[config.mk]
export PLATFORM = sky130hd
export DESIGN_NAME = sch_mod
export DESIGN_NICKNAME = d
export VERILOG_FILES = /design/src/rtl/core/assert_macros.svh /design/src/rtl/core/sch_pkg.sv /design/src/rtl/core/sch_mod.sv
export SDC_FILE = /design/constraint.sdc
export NUM_CORES = 1
export LEC_CHECK = 0
export BUFFER_PORTS_ARGS = -buffer_cell sky130_fd_sc_hd__buf_2
export CAP_MARGIN = 10
export CORE_ASPECT_RATIO = 0.5
export CORE_MARGIN = 3
export CORE_UTILIZATION = 50
export CTS_BUF_LIST = sky130_fd_sc_hd__clkbuf_8 sky130_fd_sc_hd__clkbuf_16
export CTS_CLUSTER_SIZE = 28
export DETAILED_ROUTE_END_ITERATION = 16
export PLACE_DENSITY = 0.79
export SYNTH_ARGS = -nofsm -noshare
export SYNTH_HDL_FRONTEND = slang
export SYNTH_SLANG_ARGS = --single-unit
[constraint.sdc]
create_clock -name clk_i -period 13.4 [get_ports clk_i]
set_clock_uncertainty 0.1 [all_clocks]
set_input_delay 2.68 -clock clk_i [delete_from_list [all_inputs] [get_ports clk_i]]
set_output_delay 2.68 -clock clk_i [all_outputs]
set_load 0.03 [all_outputs]
[src/rtl/core/assert_macros.svh]
// ----------------------------------------------------------------------------
// Assertion macros
// Shared concurrent assertion wrappers, clocked on clk_i, disabled in reset.
// ----------------------------------------------------------------------------
`ifndef ASSERT_MACROS_SVH
`define ASSERT_MACROS_SVH

// property holds at every edge
`define ASSERT_ALWAYS(label, prop, msg) \
  label: assert property (@(posedge clk_i) disable iff (!rst_ni) (prop)) else $error(msg);

// antecedent implies consequent in the same cycle
`define ASSERT_IMPL(label, ante, cons, msg) \
  label: assert property (@(posedge clk_i) disable iff (!rst_ni) (ante) |-> (cons)) \
    else $error(msg);

// antecedent implies consequent in the next cycle
`define ASSERT_NEXT(label, ante, cons, msg) \
  label: assert property (@(posedge clk_i) disable iff (!rst_ni) (ante) |=> (cons)) \
    else $error(msg);

`endif

[src/rtl/core/sch_pkg.sv]
`timescale 1ns / 1ps
// ----------------------------------------------------------------------------
// Spatial cell hash table package
// Beat types, opcodes, status codes and controller states.
// ----------------------------------------------------------------------------
package sch_pkg;

  localparam logic [31:0] PRIME_X   = 32'd73856093;
  localparam logic [31:0] PRIME_Y   = 32'd19349663;
  localparam logic [12:0] CFG_RESET = 13'd4096;
  localparam logic [4:0]  HASH_NIBBLES = 5'd16;

  typedef enum logic [1:0] {
    OP_LOOKUP = 2'd0,
    OP_INSERT = 2'd1,
    OP_REMOVE = 2'd2,
    OP_CLEAR  = 2'd3
  } op_e;

  typedef enum logic [1:0] {
    STS_DONE = 2'd0,
    STS_MISS = 2'd1,
    STS_FULL = 2'd2
  } status_e;

  typedef enum logic [4:0] {
    S_INIT,
    S_CLEAR,
    S_IDLE,
    S_MULX,
    S_MULY,
    S_HASH,
    S_MWAIT,
    S_READ,
    S_EVAL,
    S_PRD,
    S_PEV,
    S_PLINK,
    S_UWAIT,
    S_URD,
    S_UEV,
    S_UFREE,
    S_FINISH
  } state_e;

  typedef enum logic [3:0] {
    ACT_MISS,
    ACT_HIT,
    ACT_FILL,
    ACT_UPDATE,
    ACT_FREE,
    ACT_NEXT,
    ACT_FULL,
    ACT_PROBE,
    ACT_PULL
  } act_e;

  typedef struct packed {
    logic [1:0]         opcode;
    logic signed [31:0] cell_x;
    logic signed [31:0] cell_y;
    logic [15:0]        new_value;
  } in_item_t;

  typedef struct packed {
    logic        found;
    logic [15:0] value_out;
    logic [1:0]  status;
  } out_item_t;

  typedef struct packed {
    logic        start;
    logic [63:0] dividend;
    logic [4:0]  nibbles;
  } mod_req_t;

endpackage

[src/rtl/core/sch_mod.sv]
`timescale 1ns / 1ps
// ----------------------------------------------------------------------------
// Remainder unit
// Restoring remainder of a 64-bit dividend, four bits per cycle, MSB first.
// ----------------------------------------------------------------------------
module sch_mod import sch_pkg::*; #(
  parameter int unsigned RW = 13
) (
  input  logic          clk_i,
  input  logic          rst_ni,
  input  mod_req_t      req_i,
  input  logic [RW-1:0] divisor_i,
  output logic          done_o,
  output logic [RW-1:0] rem_o
);

  logic          active_q, active_d;
  logic          done_q, done_d;
  logic [4:0]    cnt_q, cnt_d;
  logic [63:0]   div_q, div_d;
  logic [RW-1:0] rem_q, rem_d;

  always_comb begin
    logic [RW:0]   t;
    logic [RW-1:0] r;
    logic [63:0]   d;
    r = rem_q;
    d = div_q;
    for (int k = 0; k < 4; k++) begin
      t = {r, d[63]};
      if (t >= {1'b0, divisor_i}) begin
        t = t - {1'b0, divisor_i};
      end
      r = t[RW-1:0];
      d = {d[62:0], 1'b0};
    end
    active_d = active_q;
    done_d   = 1'b0;
    cnt_d    = cnt_q;
    div_d    = div_q;
    rem_d    = rem_q;
    if (req_i.start) begin
      active_d = 1'b1;
      cnt_d    = req_i.nibbles;
      div_d    = req_i.dividend;
      rem_d    = '0;
    end else if (active_q) begin
      div_d = d;
      rem_d = r;
      cnt_d = cnt_q - 5'd1;
      if (cnt_q == 5'd1) begin
        active_d = 1'b0;
        done_d   = 1'b1;
      end
    end
  end

  always_ff @(posedge clk_i or negedge rst_ni) begin
    if (!rst_ni) begin
      active_q <= 1'b0;
      done_q   <= 1'b0;
      cnt_q    <= '0;
    end else begin
      active_q <= active_d;
      done_q   <= done_d;
      cnt_q    <= cnt_d;
    end
  end

  always_ff @(posedge clk_i) begin
    div_q <= div_d;
    rem_q <= rem_d;
  end

  assign done_o = done_q;
  assign rem_o  = rem_q;

endmodule

## After elaboration in Yosys (flattened, before gate mapping)

Index checks and enable logic that the tools add are counted.

| cells by class | value |
|---|---|
| add/subtract/negate cells | 5 |
| $lt $le $gt $ge | 4 |
| equality and inequality tests | 1 |
| multiplexer cells | 14 |
| reductions and logical operators | 1 |

Operators with widths:

| cell | number |
|---|---|
| 64-bit two-way mux | 2 |
| 14-bit by 13-bit >= comparator with 1-bit output | 4 |
| 13-bit two-way mux | 4 |
| 13-bit subtractor | 4 |
| 5-bit two-way mux | 2 |
| 1-bit two-way mux | 6 |
| 5-bit by 1-bit == test with 1-bit output, second input constant | 1 |
| 5-bit by 1-bit subtractor with 5-bit output, second input constant | 1 |
| 2-bit nonzero test | 1 |

| storage, ports and cells | value |
|---|---|
| register bits | 84 |
| word-level logic and storage cells | 30 |

## Depth between registers and ports, before layout

| depth | value |
|---|---|
| depth after elaboration | 8 |
| gate-level depth with buffers | 44 |
| gate-level depth less buffers | 40 |

## Least setup slack after synthesis

Ideal clock, no wire load.

| timing | value |
|---|---|
| kind | input to register |
| start point | input divisor_i[11] |
| end point | register rem_q[9] (netlist: rem_o[9]) |
| arrival time | 11325 ps |
| setup slack | 1838 ps |
| cell stages on the path | 41 |
| path buffers | 5 |
| path through | inv_1 > ha_1 > a21o_1 > a2111o_1 > a2111o_1 > and2_4 > buf_6 > clkbuf_1 > o21ai_0 > inv_1 > ha_1 > nand4_1 > o31ai_1 > nor4_1 > o31ai_1 > a21oi_1 > o21ai_1 > buf_4 > [... 5 more ...] > o31a_1 > nor2_1 > o21ai_0 > a211oi_4 > buf_4 > mux2_1 > ha_1 > o21a_1 > o31a_1 > o2111ai_1 > a21oi_1 > nor3_1 > o21bai_1 > a221o_1 > mux2i_4 > buf_8 > mux2i_1 > a211oi_1 |

| on the way | value |
|---|---|
| word-level cells in the longest chain between the ends | 8 |
| elaborated cells between the ends (all ways) | 12 |
| classes of those cells | add/sub (4); order compare (4); mux (4) |

Ends and longest elaborated chain:

| item | RTL line | source |
|---|---|---|
| from (decl) | sch_mod.sv:12 | `input logic [RW-1:0] divisor_i,` |
| 13-bit subtractor / 14-bit by 13-bit >= comparator with 1-bit output (equally long branches) | sch_mod.sv:32, sch_mod.sv:31 |  |
| 13-bit two-way mux | sch_mod.sv:31 | `if (t >= {1'b0, divisor_i}) begin` |
| 13-bit subtractor / 14-bit by 13-bit >= comparator with 1-bit output (equally long branches) | sch_mod.sv:32, sch_mod.sv:31 |  |
| 13-bit two-way mux | sch_mod.sv:31 |  |
| 14-bit by 13-bit >= comparator with 1-bit output / 13-bit subtractor (equally long branches) | sch_mod.sv:31, sch_mod.sv:32 |  |
| 13-bit two-way mux | sch_mod.sv:31 |  |
| 13-bit subtractor / 14-bit by 13-bit >= comparator with 1-bit output (equally long branches) | sch_mod.sv:32, sch_mod.sv:31 |  |
| 13-bit two-way mux (*) | sch_mod.sv:31 |  |
| to (signal assigned) | sch_mod.sv:72 | `rem_q <= rem_d;` |
| to (decl) | sch_mod.sv:21 | `logic [RW-1:0] rem_q, rem_d;` |

Every way passes the cells marked *; elsewhere a longest branch is shown, timed or not.
A chain may end at the register's enable or synchronous reset.

## Final worst setup path

| timing | value |
|---|---|
| start point | input divisor_i[11] |
| end point | register rem_q[8] (netlist: rem_o[8]) |

The elaborated chain is that of the path after synthesis.

==> impl_metrics.py <==
metrics = {
    "yosys": {
        "synth_cells": 635,
        "syn_area_per_cell_um2": 10.4,
        "ys.flop_type": "edfxtp_1",
        "async_reset_ff_share_pct": 8.33,
        "synth_nets": 778,
        "ys_types": 69,
        "synthTopCellsByArea": "edfxtp_1, mux2_2, ha_1",
        "ys_seq_area_share_pct": 35.8,
        "yosysWarnings": 0,
        "synth_edf_count": 64,
        "yosys.area.top_type_share_pct": 29.2,
        "synth_area_mm2": 0.00659,
        "ys_ff_latch": 84,
        "yosysTopAreaCell": "edfxtp_1",
    },
    "flow_run": {
        "max-cap-violations": 0,
    },
    "cells_and_area": {
        "layout_commonest_cell": "buf_2",
        "syn_to_final_growth_pct": 13.6,
        "diodes": 0,
        "nets": 868,
        "layout-drive-gt1-share_pct": 28.1,
        "layout.cells.most_common_list": "buf_2, mux2_2, edfxtp_1, ha_1, nor2_1",
    },
    "setup_path": {
        "cp_data_arrival_time_ns": 12.57,
        "regToRegSetupSlack_ns": 3.09,
        "worst-path-max-fanout": 15,
        "critPathKind": "in -> reg",
        "crit_top_cell": "ha_1",
        "cp-start-kind": "input port",
        "cp-end-kind": "flop",
        "cp_slowest_cell": "a211oi_4",
        "slowest_delay_ns": 0.76,
        "crit_required_ns": 13.48,
    },
    "routing": {
        "drt_pass1_iterations": 5,
        "wirelength_mm": 16.6,
        "antenna_left": 0,
        "drt-initial-drc-count": 495,
        "route.detailed.drc": 0,
        "via_per_inst": 6.00,
        "wire_per_inst_um": 18.5,
        "vias": 5374,
    },
    "place": {
        "place.gp.congestion": 1.06,
        "hpwl_mm": 12.7,
        "dp_slack_ns": 0.686,
        "io_buffers": 98,
    },
    "global_route": {
        "use_met3_pct": 7.52,
        "antenna_found_initial": 3,
        "grt_pass1_vias": 5322,
        "grt_pass1_wl_mm": 26.2,
        "grt_usage_pct": 22.7,
        "grt_use_met1_pct": 27.5,
        "globalRouteMet2Util_pct": 37.5,
        "overflow": 0,
        "grt_max_degree": 90,
        "busiest_layer": "met2",
    },
    "sta": {
        "fin_setup_tns_ns": 0,
        "finalSetupViolations": 0,
        "worst_slew_pin_slew_ns": 0.991,
        "grt_setup_unrepaired": "no",
        "post-route-period-util_pct": 93.2,
        "max_slew_margin_pct": 34.0,
        "setup_ws_ns": 0.913,
        "slew_violations": 0,
        "hold_viol": 0,
        "whs_ns": 0.434,
        "timing.fmax_mhz": 80.1,
        "min_period_ns": 12.49,
    },
    "clocking": {
        "cts_resized": 0,
        "cts_made_buffers": 9,
        "clk_latency_ns": 0.34,
        "clkTransAtPathRegs_ns": 0.06,
        "root_buffer": "clkbuf_16",
        "clkSinkCount": 84,
        "ctsHtreeMaxLevel": 3,
        "hold_buffers": 0,
        "clk_path_buf_depth": 2,
        "tritoncts": "built",
        "post_cts_buffers": 0,
    },
    "hold_path": {
        "hold_path_class": "reg -> reg",
    },
    "die": {
        "die_area_mm2": 0.0147,
        "core-area_mm2": 0.0123,
        "ios": 99,
        "die_h_um": 87.2,
        "die_x_um": 168,
        "initial_core_util_pct": 53.4,
        "row_count": 28,
    },
    "status": {
        "outcome": "finished, final reports clean",
    },
}
==> cells in the mapped netlist (18+ instances only) <==
library cell,instances
a21o_1,18
a21oi_1,38
clkbuf_1,18
edfxtp_1,64
ha_1,54
inv_1,32
mux2_2,75
mux2i_1,19
nand2_1,32
nor2_1,41
o21ai_0,25
xnor2_1,24
==> area by class of cell <==
cell class / count / area [µm²]
tap: 165 / 206
fill: 1066 / 4850
inverter: 32 / 120
multi-input combinational: 497 / 4000
timing repair buffer: 101 / 515
clock buffer: 9 / 225
clock inverter: 7 / 57.6
sequential: 84 / 2360
==> state kept, by name, summed over array words and instances (netlist names) <==
signal and count:
div_q 64, active_q 1, rem_o 13, done_o 1, cnt_q 5
==> critical path: cells and delay by family <==
family / cells / cell delay, ns
adders and majority gates: 4 / 1.46
and+or+nand+nor: 6 / 1.18
muxes: 4 / 1.59
buffers and inverters: 3 / 0.56
AOI/OAI and AO/OA: 20 / 5.09
==> metal layers <==
metal  share of wire [%]  routed length (µm)  vias to the layer above
met5                0.21                  34                        -
met4                 4.3                 716                        6
met3                 9.3                1550                       58
met2                  45                7510                      239
met1                  41                6760                     2511
li1                    -                   -                     2560
==> metrics by stage <==
step                std cells  instance area [µm²]  utilization, %
finish                    895                 7480            60.7
global route              895                 7480            60.7
CTS                       895                 7480            60.7
detailed placement        879                 7200            58.4
global placement          879                 7200            58.4
floorplan                 635                 6590               -
==> path summary, 6_finish.rpt <==
kind | from | end | cells past startpoint
setup / recovery | divisor_i[11] | rem_o[8]$_SDFFE_PP0P_ | 37
hold / removal | rem_o[1]$_SDFFE_PP0P_ | rem_o[1]$_SDFFE_PP0P_ | 2
setup reg to reg | div_q[63]$_DFFE_PP_ | rem_o[8]$_SDFFE_PP0P_ | 37
hold reg to reg | rem_o[1]$_SDFFE_PP0P_ | rem_o[1]$_SDFFE_PP0P_ | 2
max in group asynchronous | rst_ni | cnt_q[0]$_DFFE_PN0P_ | 1
min in group asynchronous | rst_ni | done_o$_DFF_PN0_ | 1
==> kinds of logic after synthesis <==
logic type	synth area share, %
compound gates	16.6
simple gates	11.2
mux	16.2
flops	35.8
fa+ha+maj	11.5
buf+inv	3.48
xor+xnor	5.32
Power is left out: the tool's default activity adds up to more than one toggle a clock period on the data nets, which glitch-free logic cannot reach.
